[src/rtl/cfcr_pkg.sv]
// cfcr_pkg: shared types, codes and the CRC-16 byte update for the
// command frame receiver. No dependencies.
`default_nettype none

package cfcr_pkg;

  localparam int unsigned CfgIdxW  = 3;
  localparam int unsigned CfgDataW = 16;
  localparam logic [15:0] CrcPoly  = 16'hA001;
  localparam logic [7:0]  LenFloor = 8'd4;

  typedef enum logic [CfgIdxW-1:0] {
    CFG_HEADER_FIRST  = 3'd0,
    CFG_HEADER_SECOND = 3'd1,
    CFG_MIN_LENGTH    = 3'd2,
    CFG_CRC_SEED      = 3'd3,
    CFG_ACCEPT_ZERO   = 3'd4,
    CFG_COMMAND_COUNT = 3'd5
  } cfg_idx_e;

  typedef enum logic {
    OP_BYTE    = 1'b0,
    OP_TIMEOUT = 1'b1
  } op_e;

  typedef enum logic [1:0] {
    PH_IDLE    = 2'd0,
    PH_LEN     = 2'd1,
    PH_PAYLOAD = 2'd2,
    PH_ERROR   = 2'd3
  } phase_e;

  typedef enum logic [1:0] {
    KIND_BODY    = 2'd0,
    KIND_VERDICT = 2'd1,
    KIND_TIMEOUT = 2'd2
  } kind_e;

  typedef enum logic [1:0] {
    VERD_COMMAND = 2'd0,
    VERD_ACK     = 2'd1,
    VERD_UNKNOWN = 2'd2,
    VERD_CRC_ERR = 2'd3
  } verdict_e;

  typedef struct packed {
    logic [7:0]  header_first;
    logic [7:0]  header_second;
    logic [7:0]  min_length;
    logic [15:0] crc_seed;
    logic        accept_zero_crc;
    logic [7:0]  command_count;
  } cfg_t;

  typedef struct packed {
    logic [1:0] result_kind;
    logic [7:0] body_byte;
    logic [1:0] verdict;
    logic [6:0] sequence_res;
    logic [7:0] command_class;
    logic [7:0] body_length;
  } res_t;

  // reflected CRC-16, one byte, lsb first
  function automatic logic [15:0] crc_byte(input logic [15:0] crc, input logic [7:0] b);
    logic [15:0] c;
    c = crc ^ {8'h00, b};
    for (int i = 0; i < 8; i++) begin
      if (c[0]) begin
        c = (c >> 1) ^ CrcPoly;
      end else begin
        c = c >> 1;
      end
    end
    return c;
  endfunction

endpackage

`default_nettype wire

[src/rtl/cfcr_if.sv]
// cfcr_if: valid/ready channel interfaces for received items and results.
// No dependencies.
`default_nettype none

interface cfcr_in_if;
  logic       valid;
  logic       ready;
  logic       operation;
  logic [7:0] rx_byte;

  modport source (output valid, output operation, output rx_byte, input ready);
  modport sink   (input valid, input operation, input rx_byte, output ready);
endinterface

interface cfcr_out_if;
  logic       valid;
  logic       ready;
  logic [1:0] result_kind;
  logic [7:0] body_byte;
  logic [1:0] verdict;
  logic [6:0] sequence_res;
  logic [7:0] command_class;
  logic [7:0] body_length;

  modport source (output valid, output result_kind, output body_byte, output verdict,
                  output sequence_res, output command_class, output body_length,
                  input ready);
  modport sink   (input valid, input result_kind, input body_byte, input verdict,
                  input sequence_res, input command_class, input body_length,
                  output ready);
endinterface

`default_nettype wire

[src/rtl/cfcr_cfg_regs.sv]
// cfcr_cfg_regs: configuration register bank, write-only.
// Depends on cfcr_pkg.
`default_nettype none

module cfcr_cfg_regs (
  input  wire                                 clk_i,
  input  wire                                 rst_ni,
  input  wire                                 cfg_we_i,
  input  wire  [cfcr_pkg::CfgIdxW-1:0]        cfg_idx_i,
  input  wire  [cfcr_pkg::CfgDataW-1:0]       cfg_data_i,
  output cfcr_pkg::cfg_t                      cfg_o
);

  cfcr_pkg::cfg_t cfg_q, cfg_d;

  always_comb begin
    cfg_d = cfg_q;
    if (cfg_we_i) begin
      unique case (cfg_idx_i)
        cfcr_pkg::CFG_HEADER_FIRST:  cfg_d.header_first    = cfg_data_i[7:0];
        cfcr_pkg::CFG_HEADER_SECOND: cfg_d.header_second   = cfg_data_i[7:0];
        cfcr_pkg::CFG_MIN_LENGTH:    cfg_d.min_length      = cfg_data_i[7:0];
        cfcr_pkg::CFG_CRC_SEED:      cfg_d.crc_seed        = cfg_data_i[15:0];
        cfcr_pkg::CFG_ACCEPT_ZERO:   cfg_d.accept_zero_crc = cfg_data_i[0];
        cfcr_pkg::CFG_COMMAND_COUNT: cfg_d.command_count   = cfg_data_i[7:0];
        default: ;
      endcase
    end
  end

  always_ff @(posedge clk_i or negedge rst_ni) begin
    if (!rst_ni) begin
      cfg_q.header_first    <= 8'hAA;
      cfg_q.header_second   <= 8'h55;
      cfg_q.min_length      <= 8'd4;
      cfg_q.crc_seed        <= 16'hFFFF;
      cfg_q.accept_zero_crc <= 1'b1;
      cfg_q.command_count   <= 8'd16;
    end else begin
      cfg_q <= cfg_d;
    end
  end

  assign cfg_o = cfg_q;

endmodule

`default_nettype wire

[src/rtl/cfcr_parser.sv]
// cfcr_parser: frame state machine, CRC register and result formation for
// one item per step. Depends on cfcr_pkg.
`default_nettype none

module cfcr_parser (
  input  wire             clk_i,
  input  wire             rst_ni,
  input  wire cfcr_pkg::cfg_t cfg_i,
  input  wire             step_i,
  input  wire             operation_i,
  input  wire  [7:0]      rx_byte_i,
  output logic            res_vld_o,
  output cfcr_pkg::res_t  res_o
);

  cfcr_pkg::phase_e phase_q, phase_d;
  logic [7:0]  last_q, last_d;
  logic [7:0]  len_q, len_d;
  logic [7:0]  cnt_q, cnt_d;
  logic [15:0] crc_q, crc_d;
  logic [7:0]  first_q, first_d;
  logic [7:0]  class_q, class_d;
  logic [7:0]  crc_lo_q, crc_lo_d;

  logic [7:0]  min_len;
  logic [8:0]  pos;
  logic        in_crc_span;
  logic [15:0] rx_crc;
  logic        crc_ok;

  assign min_len     = (cfg_i.min_length < cfcr_pkg::LenFloor) ? cfcr_pkg::LenFloor
                                                               : cfg_i.min_length;
  assign pos         = {1'b0, cnt_q} + 9'd2;
  assign in_crc_span = pos < {1'b0, len_q};
  assign rx_crc      = {rx_byte_i, crc_lo_q};
  assign crc_ok      = (rx_crc == crc_q) || (cfg_i.accept_zero_crc && (rx_crc == 16'h0000));

  always_comb begin
    phase_d   = phase_q;
    last_d    = last_q;
    len_d     = len_q;
    cnt_d     = cnt_q;
    crc_d     = crc_q;
    first_d   = first_q;
    class_d   = class_q;
    crc_lo_d  = crc_lo_q;
    res_vld_o = 1'b0;
    res_o     = '0;
    if (step_i) begin
      if (operation_i == cfcr_pkg::OP_TIMEOUT) begin
        phase_d           = cfcr_pkg::PH_IDLE;
        res_vld_o         = 1'b1;
        res_o.result_kind = cfcr_pkg::KIND_TIMEOUT;
      end else begin
        unique case (phase_q)
          cfcr_pkg::PH_IDLE: begin
            if (rx_byte_i == cfg_i.header_second && last_q == cfg_i.header_first) begin
              phase_d = cfcr_pkg::PH_LEN;
            end else begin
              last_d = rx_byte_i;
            end
          end
          cfcr_pkg::PH_LEN: begin
            if (rx_byte_i >= min_len) begin
              len_d   = rx_byte_i;
              cnt_d   = 8'd0;
              crc_d   = cfg_i.crc_seed;
              phase_d = cfcr_pkg::PH_PAYLOAD;
            end else begin
              phase_d = cfcr_pkg::PH_ERROR;
            end
          end
          cfcr_pkg::PH_PAYLOAD: begin
            cnt_d = cnt_q + 8'd1;
            if (in_crc_span) begin
              crc_d = cfcr_pkg::crc_byte(crc_q, rx_byte_i);
            end
            res_o.sequence_res  = first_q[6:0];
            res_o.command_class = class_q;
            res_o.body_length   = len_q - 8'd4;
            if (cnt_q == 8'd0) begin
              first_d = rx_byte_i;
              res_o   = '0;
            end else if (cnt_q == 8'd1) begin
              class_d = rx_byte_i;
              res_o   = '0;
            end else if (in_crc_span) begin
              res_vld_o         = 1'b1;
              res_o.result_kind = cfcr_pkg::KIND_BODY;
              res_o.body_byte   = rx_byte_i;
            end else if (pos == {1'b0, len_q}) begin
              crc_lo_d = rx_byte_i;
              res_o    = '0;
            end else begin
              phase_d           = cfcr_pkg::PH_IDLE;
              res_vld_o         = 1'b1;
              res_o.result_kind = cfcr_pkg::KIND_VERDICT;
              if (!crc_ok) begin
                res_o.verdict = cfcr_pkg::VERD_CRC_ERR;
              end else if (first_q[7]) begin
                res_o.verdict = cfcr_pkg::VERD_ACK;
              end else if (class_q < cfg_i.command_count) begin
                res_o.verdict = cfcr_pkg::VERD_COMMAND;
              end else begin
                res_o.verdict = cfcr_pkg::VERD_UNKNOWN;
              end
            end
          end
          cfcr_pkg::PH_ERROR: ;
          default: ;
        endcase
      end
    end
  end

  always_ff @(posedge clk_i or negedge rst_ni) begin
    if (!rst_ni) begin
      phase_q  <= cfcr_pkg::PH_IDLE;
      last_q   <= 8'h00;
      len_q    <= 8'h00;
      cnt_q    <= 8'h00;
      crc_q    <= 16'hFFFF;
      first_q  <= 8'h00;
      class_q  <= 8'h00;
      crc_lo_q <= 8'h00;
    end else begin
      phase_q  <= phase_d;
      last_q   <= last_d;
      len_q    <= len_d;
      cnt_q    <= cnt_d;
      crc_q    <= crc_d;
      first_q  <= first_d;
      class_q  <= class_d;
      crc_lo_q <= crc_lo_d;
    end
  end

endmodule

`default_nettype wire

[src/rtl/crc16_command_frame_receiver.sv]
// crc16_command_frame_receiver: top level, input register, result register.
// Depends on cfcr_pkg, cfcr_if, cfcr_cfg_regs, cfcr_parser.
//
//   channel   dir   handshake      payload
//   in_ch     in    valid/ready    operation, rx_byte
//   out_ch    out   valid/ready    result_kind .. body_length
//   cfg       in    cfg_we_i       cfg_idx_i, cfg_data_i
//
// One item per cycle sustained while out_ch is not stalled; an item's result
// is offered on out_ch after the input register, then the result register.
// A held item steps the parser whenever the result register is empty or being
// drained, so out_ch backpressure stalls the input register, then in_ch.ready.
// rst_ni clears both stages and all frame state; no clearing pass.
`default_nettype none

module crc16_command_frame_receiver (
  input  wire                              clk_i,
  input  wire                              rst_ni,
  input  wire                              cfg_we_i,
  input  wire  [cfcr_pkg::CfgIdxW-1:0]     cfg_idx_i,
  input  wire  [cfcr_pkg::CfgDataW-1:0]    cfg_data_i,
  cfcr_in_if.sink                          in_ch,
  cfcr_out_if.source                       out_ch
);

  cfcr_pkg::cfg_t cfg;
  cfcr_pkg::res_t res;
  logic           res_vld;

  logic           in_vld_q;
  logic           op_q;
  logic [7:0]     byte_q;
  logic           out_vld_q, out_vld_d;
  cfcr_pkg::res_t out_q;
  logic           advance;
  logic           step;

  assign advance     = !out_vld_q || out_ch.ready;
  assign step        = in_vld_q && advance;
  assign in_ch.ready = !in_vld_q || advance;

  cfcr_cfg_regs u_cfg (
    .clk_i      (clk_i),
    .rst_ni     (rst_ni),
    .cfg_we_i   (cfg_we_i),
    .cfg_idx_i  (cfg_idx_i),
    .cfg_data_i (cfg_data_i),
    .cfg_o      (cfg)
  );

  cfcr_parser u_parser (
    .clk_i       (clk_i),
    .rst_ni      (rst_ni),
    .cfg_i       (cfg),
    .step_i      (step),
    .operation_i (op_q),
    .rx_byte_i   (byte_q),
    .res_vld_o   (res_vld),
    .res_o       (res)
  );

  always_ff @(posedge clk_i or negedge rst_ni) begin
    if (!rst_ni) begin
      in_vld_q <= 1'b0;
    end else if (in_ch.ready) begin
      in_vld_q <= in_ch.valid;
    end
  end

  always_ff @(posedge clk_i) begin
    if (in_ch.valid && in_ch.ready) begin
      op_q   <= in_ch.operation;
      byte_q <= in_ch.rx_byte;
    end
  end

  always_comb begin
    out_vld_d = out_vld_q;
    if (advance) begin
      out_vld_d = step && res_vld;
    end
  end

  always_ff @(posedge clk_i or negedge rst_ni) begin
    if (!rst_ni) begin
      out_vld_q <= 1'b0;
    end else begin
      out_vld_q <= out_vld_d;
    end
  end

  always_ff @(posedge clk_i) begin
    if (step && res_vld) begin
      out_q <= res;
    end
  end

  assign out_ch.valid         = out_vld_q;
  assign out_ch.result_kind   = out_q.result_kind;
  assign out_ch.body_byte     = out_q.body_byte;
  assign out_ch.verdict       = out_q.verdict;
  assign out_ch.sequence_res  = out_q.sequence_res;
  assign out_ch.command_class = out_q.command_class;
  assign out_ch.body_length   = out_q.body_length;

endmodule

`default_nettype wire

[src/flat_wrapper.sv]
// flat-port wrapper written by rule: the top's interface ports become plain ports
module crc16_command_frame_receiver_flat 
  (clk_i, rst_ni, cfg_we_i, cfg_idx_i, cfg_data_i, in_ch_valid, in_ch_operation, in_ch_rx_byte, in_ch_ready, out_ch_valid, out_ch_result_kind, out_ch_body_byte, out_ch_verdict, out_ch_sequence_res, out_ch_command_class, out_ch_body_length, out_ch_ready);
  cfcr_in_if in_ch_i ();
  cfcr_out_if out_ch_i ();
  input  wire clk_i;
  input  wire rst_ni;
  input  wire cfg_we_i;
  input  wire  [cfcr_pkg::CfgIdxW-1:0] cfg_idx_i;
  input  wire  [cfcr_pkg::CfgDataW-1:0] cfg_data_i;
  input wire logic [$bits(in_ch_i.valid)-1:0] in_ch_valid;
  input wire logic [$bits(in_ch_i.operation)-1:0] in_ch_operation;
  input wire logic [$bits(in_ch_i.rx_byte)-1:0] in_ch_rx_byte;
  output wire logic [$bits(in_ch_i.ready)-1:0] in_ch_ready;
  output wire logic [$bits(out_ch_i.valid)-1:0] out_ch_valid;
  output wire logic [$bits(out_ch_i.result_kind)-1:0] out_ch_result_kind;
  output wire logic [$bits(out_ch_i.body_byte)-1:0] out_ch_body_byte;
  output wire logic [$bits(out_ch_i.verdict)-1:0] out_ch_verdict;
  output wire logic [$bits(out_ch_i.sequence_res)-1:0] out_ch_sequence_res;
  output wire logic [$bits(out_ch_i.command_class)-1:0] out_ch_command_class;
  output wire logic [$bits(out_ch_i.body_length)-1:0] out_ch_body_length;
  input wire logic [$bits(out_ch_i.ready)-1:0] out_ch_ready;
  assign in_ch_i.valid = in_ch_valid;
  assign in_ch_i.operation = in_ch_operation;
  assign in_ch_i.rx_byte = in_ch_rx_byte;
  assign in_ch_ready = in_ch_i.ready;
  assign out_ch_valid = out_ch_i.valid;
  assign out_ch_result_kind = out_ch_i.result_kind;
  assign out_ch_body_byte = out_ch_i.body_byte;
  assign out_ch_verdict = out_ch_i.verdict;
  assign out_ch_sequence_res = out_ch_i.sequence_res;
  assign out_ch_command_class = out_ch_i.command_class;
  assign out_ch_body_length = out_ch_i.body_length;
  assign out_ch_i.ready = out_ch_ready;
  crc16_command_frame_receiver u_core (.clk_i(clk_i), .rst_ni(rst_ni), .cfg_we_i(cfg_we_i), .cfg_idx_i(cfg_idx_i), .cfg_data_i(cfg_data_i), .in_ch(in_ch_i), .out_ch(out_ch_i));
endmodule
[config.mk]
export PLATFORM = sky130hd
export DESIGN_NAME = crc16_command_frame_receiver_flat
export DESIGN_NICKNAME = d
export VERILOG_FILES = /design/src/rtl/cfcr_pkg.sv /design/src/rtl/cfcr_if.sv /design/src/rtl/cfcr_cfg_regs.sv /design/src/rtl/cfcr_parser.sv /design/src/rtl/crc16_command_frame_receiver.sv /design/src/flat_wrapper.sv
export SDC_FILE = /design/constraint.sdc
export NUM_CORES = 1
export LEC_CHECK = 0
export BUFFER_PORTS_ARGS = -buffer_cell sky130_fd_sc_hd__buf_2
export CAP_MARGIN = 10
export CORE_MARGIN = 2
export CORE_UTILIZATION = 60
export CTS_CLUSTER_DIAMETER = 200
export CTS_CLUSTER_SIZE = 30
export DETAILED_ROUTE_END_ITERATION = 8
export PLACE_DENSITY = 0.8
export SLEW_MARGIN = 20
export SYNTH_ARGS = -nofsm -noshare
export SYNTH_HDL_FRONTEND = slang
export SYNTH_SLANG_ARGS = --single-unit
[constraint.sdc]
create_clock -name clk_i -period 4.9 [get_ports clk_i]
set_input_delay 1.47 -clock clk_i [delete_from_list [all_inputs] [get_ports clk_i]]
set_output_delay 1.47 -clock clk_i [all_outputs]
set_load 0.05 [all_outputs]
After elaboration in Yosys (flattened, before gate mapping)
Index checks and enable logic that the tools add are counted.
{"block": "totals", "regBits": 161, "input_bits": 33}
{"block": "classes", "n_addsub": 3, "order_cmp": 4, "n_eq_ne": 19, "mux": 69, "n_bitwise": 16, "n_reduce_logical": 34}
{"operator": "$mux W16", "n": 38}
{"operator": "$mux W35", "n": 3}
{"operator": "$pmux W16 S2", "n": 1}
{"operator": "$mux W25", "n": 1}
{"operator": "$not A2 Y3", "n": 8}
{"operator": "$mux W23", "n": 1}
{"operator": "$mux W2", "n": 11}
{"operator": "$eq A16 B16 Y1", "n": 1}
{"operator": "$eq A8 B8 Y1", "n": 2}
{"operator": "$logic_not A16 Y1", "n": 1}
{"operator": "$mux W8", "n": 2}
{"operator": "$pmux W8 S2", "n": 1}
{"operator": "$reduce_and A4 Y1", "n": 4}
{"operator": "$xor A16 B8 Y16", "n": 1}
{"operator": "$ne A3 B2 Y1 const B", "n": 5}
{"operator": "$reduce_and A7 Y1", "n": 2}
{"operator": "$reduce_and A2 Y1", "n": 6}
{"operator": "$reduce_or A6 Y1", "n": 2}
{"operator": "$mux W10", "n": 1}
{"operator": "$reduce_and A5 Y1", "n": 2}
{"operator": "$add A8 B2 Y9 const B", "n": 1}
{"operator": "$eq A9 B8 Y1", "n": 1}
{"operator": "$lt A9 B8 Y1", "n": 1}
{"operator": "$mux W1", "n": 9}
{"operator": "other kinds (24)", "n": 40}

Longest topological paths before layout
{"block": "depth", "word_depth": 47, "depth_mapped": 13}

By module
From an unflattened synthesis, not the netlist that was laid out.
{"block": "hier_totals", "hier_cells": 638, "area_unflattened_um2": 7866.3}
{"mod": "cfcr_parser", "n_inst": 1, "cells_each": 476, "area_each_um2": 4518.1, "seq_area_each_um2": 1671.6}
{"mod": "cfcr_cfg_regs", "n_inst": 1, "cells_each": 108, "area_each_um2": 1915.6, "seq_area_each_um2": 1260.0}
{"mod": "crc16_command_frame_receiver", "n_inst": 1, "cells_each": 54, "area_each_um2": 1432.6, "seq_area_each_um2": 1371.3}

Least setup slack after synthesis
No wires, ideal clock.
{"block": "synth_path", "path_type": "register to register", "startpoint": "reg u_core.u_parser.cnt_q[1]", "endpoint": "reg u_core.out_q (netlist bit u_core.out_ch.body_byte[0]) (enable)", "setup_ns": 0.427, "arrival_ns": 3.844, "slack_ns": 0.629, "stages_incl_launch_ff": 12, "path_buffers": 0, "cell_sequence": "dfrtp_1 ha_1 and3_1 and3_1 xor2_1 ha_1 or3_1 a221oi_2 a2bb2oi_2 nand4b_1 a31oi_1 nor2_1"}
{"block": "synth_via", "elab_chain_len": 10, "elab_cells_between_ends": 13, "classes_between": "add/sub (1); order compare (1); eq/ne (2); mux (7); reduce/logical (2)"}
{"item": "start, declared", "line_no": "cfcr_parser.sv:19", "text": "logic [7:0] cnt_q, cnt_d;"}
{"item": "start signal, assigned", "line_no": "cfcr_parser.sv:130", "text": "cnt_q <= cnt_d;"}
{"item": "parallel branches: the longest is 5 deep, another holds $add A8 B2 Y9"}
{"item": "$mux W1 (*)", "line_no": "cfcr_parser.sv:81", "text": "if (cnt_q == 8'd0) begin"}
{"item": "$mux W1 (*)", "line_no": "cfcr_parser.sv:55", "text": "unique case (phase_q)"}
{"item": "$mux W1 (*)", "line_no": "cfcr_parser.sv:50", "text": "if (operation_i == cfcr_pkg::OP_TIMEOUT) begin"}
{"item": "$mux W1 (*)", "line_no": "cfcr_parser.sv:49", "text": "if (step_i) begin"}
{"item": "$logic_and A1 B1 Y1 (*)", "line_no": "crc16_command_frame_receiver.sv:93", "text": "if (step && res_vld) begin"}
{"item": "end signal, assigned", "line_no": "crc16_command_frame_receiver.sv:94", "text": "out_q <= res;"}
{"item": "end, declared", "line_no": "crc16_command_frame_receiver.sv:34", "text": "cfcr_pkg::res_t out_q;"}
Mark *: on every way between the ends.
A chain may end at the register's enable or synchronous reset.

Worst setup path after layout
{"block": "layout_path", "startpoint": "in out_ch_ready", "endpoint": "out in_ch_ready"}
{"block": "layout_via", "elab_chain_len": 2}
{"item": "start, declared", "line_no": "flat_wrapper.sv:22", "text": "input wire logic [$bits(out_ch_i.ready)-1:0] out_ch_ready;"}
{"item": "$logic_or A1 B1 Y1", "line_no": "crc16_command_frame_receiver.sv:38", "text": "assign advance = !out_vld_q || out_ch.ready;"}
{"item": "$logic_or A1 B1 Y1", "line_no": "crc16_command_frame_receiver.sv:40", "text": "assign in_ch.ready = !in_vld_q || advance;"}
{"item": "end, declared", "line_no": "flat_wrapper.sv:14", "text": "output wire logic [$bits(in_ch_i.ready)-1:0] in_ch_ready;"}
No other way between the ends.

==> summary.txt <==
Global route
  – Most crowded layer after global routing: met2
  – Vias in the first global route: 5185
  – Routing usage on met2: 0.424
  – Total GRT Usage: 0.250
  – Met3 Track Usage GR: 0.0473
  – Pin count of the biggest net entering global routing: 73
  – Grt total ovfl: 0
  – Initial antenna violation count: 0
  – Grt met1 use: 0.323
  – First-pass GRT wire length: about 27000 um

Status
  – Status: complete, no violations

Yosys
  – Synth Area in XOR/XNOR: 0.0836
  – Net Count, Synth: 700
  – Sequential area share after synthesis: 0.549
  – Yosys Warn Count: 0
  – Mapped cell area: 7840 sq um
  – Post-synth top area cell: dfrtp_1
  – Syn_area_per_cell: approximately 12 sq um
  – Post-Synth Adder-Cell Area: 0.0494
  – Number of library cell types mapped by synthesis: 55
  – Combinational family with the most area after synthesis: multiplexers
  – Mapped Cells: 636
  – Post-synth top area share: 0.236
  – Yosys reg bits: 161
  – Number of flops mapped to enable cells by yosys: 44
  – Dominant cells by area after synthesis: dfrtp_1 (24%), edfxtp_1 (17%), dfstp_2 (14%)
  – Mux cell area share after synthesis: 0.119
  – Synth Area in Simple Gates: 0.114
  – Compound-gate portion of the synthesized area: 0.0577
  – Post-synth ARST share: 0.727
  – Main flop type after synthesis: dfrtp_1

CTS
  – Clk slew on worst S/H paths: 0.06 ns
  – CTS tree: built
  – Longest Clk Path Bufs: 2
  – Total clock buffers created by CTS: 17
  – Setup bufs post-CTS: 0
  – Clock sinks: 161
  – Post-CTS resize count: 0
  – Worst-Skew Late Latency: around 0.43 ns
  – Root buffer cell: clkbuf_16
  – Depth of the CTS H-tree: 4
  – CTS Hold Bufs: 0

Drt
  – Detailed Route WL: 16200 um
  – Remaining DRCs: 0
  – Length of the first detailed-routing pass in iterations: 5
  – Initial drt markers: 374
  – Via count: roughly 5000
  – Post-route ant nets: 0
  – Post-DR vias/cell: 5.62
  – WL/cell: between 15 and 20 um

Worst hold path
  – Min-delay worst type: reg -> reg
  – Hold_sp: u_core.u_parser.first_q[4]

Final layout
  – Multi-input gate area: 3330 sq um
  – Fill cells: 903
  – Commonest cells after routing, fill and taps aside: mux2_2 (76), dfrtp_1 (74), buf_2 (68)
  – Area delta synth->final: 14.4%
  – Most common cell after layout, fill and taps aside: mux2_2
  – # diodes: 0
  – Register area: between 4000 and 5000 sq um
  – Nets: around 770
  – Layout cells sized above 1: 0.334

Timing
  – Slew HR: 0.394
  – Hold Vio Cnt, Final: 0
  – Tmin final: 3.73 ns
  – Worst slew pin tran: 0.909 ns
  – Final Cycle Share: 0.761
  – Max Fclk: about 270 MHz
  – RSZ-0062 raised after global routing: false
  – Clock skew: 0.00540 ns
  – Setup TNS Final: 0 ns
  – Slew Limit Fails: 0
  – Endpoints failing setup: 0

Worst setup path
  – CP Launch Type: input pin
  – Buf/Inv on CP: 2
  – Worst path slowest cell: or2_2
  – Crit-path max cell delay: 0.31 ns
  – Cell family with most CP delay: simple AND/OR/NAND/NOR gates
  – Critical Path Source: out_ch_ready
  – Critical R2R Launch: u_core.u_parser.cnt_q[2]
  – Req. time, crit path: 3.43 ns
  – CP most frequent cell: buf_2
  – CP Cell Sequence: buf_2 -> nand2b_1 -> or2_2 -> buf_2
  – Maximum fanout along the worst path: 4
  – Endpoint class of the critical path: output pin
  – WS Path Type: in -> out
  – Critical Path AT: between 2 and 2.5 ns

Die
  – Die height: 118 um
  – Core area: roughly 13000 sq um
  – Die W: 118 um
  – Initial Utilization: 0.619
  – Row count: ~40
  – Die area: 14000 sq um
  – Num ports: 70

Flow run
  – Number of max-cap violations: 0

Pwr
  – Power density over the cells: 547 nW/um^2
  – P_sw: 0.00160 W
  – Flop pwr share: 0.418
  – Leak: ~3.9 nW
  – Maximum VDD drop: roughly 330 uV
  – Int Pwr: 0.00331 W
  – Comb pwr share: 0.295
  – Switching Fraction: 0.326
  – Final Power: 0.00490 W
  – Clock power frac: 0.287

Place
  – Buffers added on ports: 69
  – Post-DP HPWL: 11200 um
  – GPL Wtd Cong: 0.889
flip-flops by register name, indices dropped and copies added (netlist names), 7 cells and up:
register and cells:
u_core.u_cfg.cfg_o 49, u_core.u_parser.crc_q 16, u_core.byte_q 8, u_core.out_ch.body_byte 8, u_core.out_ch.body_length 8, u_core.out_ch.command_class 8
u_core.u_parser.class_q 8, u_core.u_parser.cnt_q 8, u_core.u_parser.crc_lo_q 8, u_core.u_parser.first_q 8, u_core.u_parser.last_q 8, u_core.u_parser.len_q 8
u_core.out_ch.sequence_res 7
area by class of cell:
type,count,share of cell area
sequential,161,0.480
clock inverter,15,0.0227
inverter,26,0.0109
tap,172,0.0240
timing repair buffer,74,0.0444
clock buffer,17,0.0474
multi-input combinational,425,0.371
final timing paths:
check                                                  to  slack, ns  depth (start not counted)
max                                           in_ch_ready       1.17                          4
min                            u_core.u_parser.first_q[4]       0.49                          1
max reg2reg                u_core.out_ch.command_class[4]       1.42                         12
min reg2reg                    u_core.u_parser.first_q[4]       0.49                          1
max in group asynchronous        u_core.u_parser.crc_q[5]       2.93                          2
min in group asynchronous          u_core.u_cfg.cfg_o[43]       1.17                          1
synth_stat cells (2+ instances only):
cell type,n
a21o_1,5
dfstp_2,43
and2_1,27
inv_1,26
xor2_1,27
buf_4,5
clkbuf_1,10
mux2i_1,8
dfrtp_1,74
and3_1,8
nor2_1,35
nor3_1,6
o21ai_1,3
ha_1,31
nand2_1,42
nand4_1,9
buf_2,7
o21a_1,2
a21oi_1,9
nor4_1,11
nor2b_1,3
xnor2_2,5
a221oi_2,2
o211ai_1,4
mux2_2,76
nand3_1,13
nand4b_1,2
nand2b_1,5
edfxtp_1,44
o311ai_0,2
a31oi_1,2
o21ai_0,34
xnor2_1,34
stage by stage:
| step | std cells | util | setup slack (ns) | hold WS (ns) | instance area [sq um] |
|---|---|---|---|---|---|
| 2_1_floorplan | 636 | - | 0.629 | 0.442 | 7840 |
| 3_3_place_gp | 858 | 0.658 | 1.20 | 0.459 | 8340 |
| 3_5_place_dp | 858 | 0.658 | 1.17 | 0.482 | 8340 |
| 4_1_cts | 890 | 0.708 | 1.17 | 0.498 | 8970 |
| 5_1_grt | 890 | 0.708 | 1.13 | 0.513 | 8970 |
| 6_report | 890 | 0.708 | 1.17 | 0.494 | 8970 |
worst register-to-register path, cell delays in order, from the launching register on:
cell       delay, ns
dfrtp_1         0.43
ha_1            0.24
and3_1          0.22
and3_1          0.21
xor2_1          0.15
ha_1            0.21
or3_1           0.33
a221oi_2        0.36
a2bb2oi_2       0.17
nand4b_1        0.17
a31oi_1         0.15
nor2_2          0.12
buf_4           0.38
power groups by stage:
stage / sequential (W) / combinational, W / clock, W
floorplan: 0.00208 / 0.00107 / 0
global placement: 0.00204 / 0.00138 / 0
detailed placement: 0.00207 / 0.00144 / 0
CTS: 0.00205 / 0.00146 / 0.00143
global route: 0.00209 / 0.00161 / 0.00149
finish: 0.00205 / 0.00145 / 0.00141
cell families after synthesis:
logic type,count (synthesis)
AO/OA/AOI/OAI,70
XOR/XNOR,68
adder cells (fa/ha/maj),31
buffers and inverters,50
flip-flops,161
multiplexers,84
AND/OR/NAND/NOR,172
routing by layer:
metal	vias to the layer above	routed length [um]
met5	-	0
met4	0	273
met3	20	957
met2	164	8160
met1	2453	6780
li1	2362	-
Note: power is estimated with default switching activity, not from simulation.
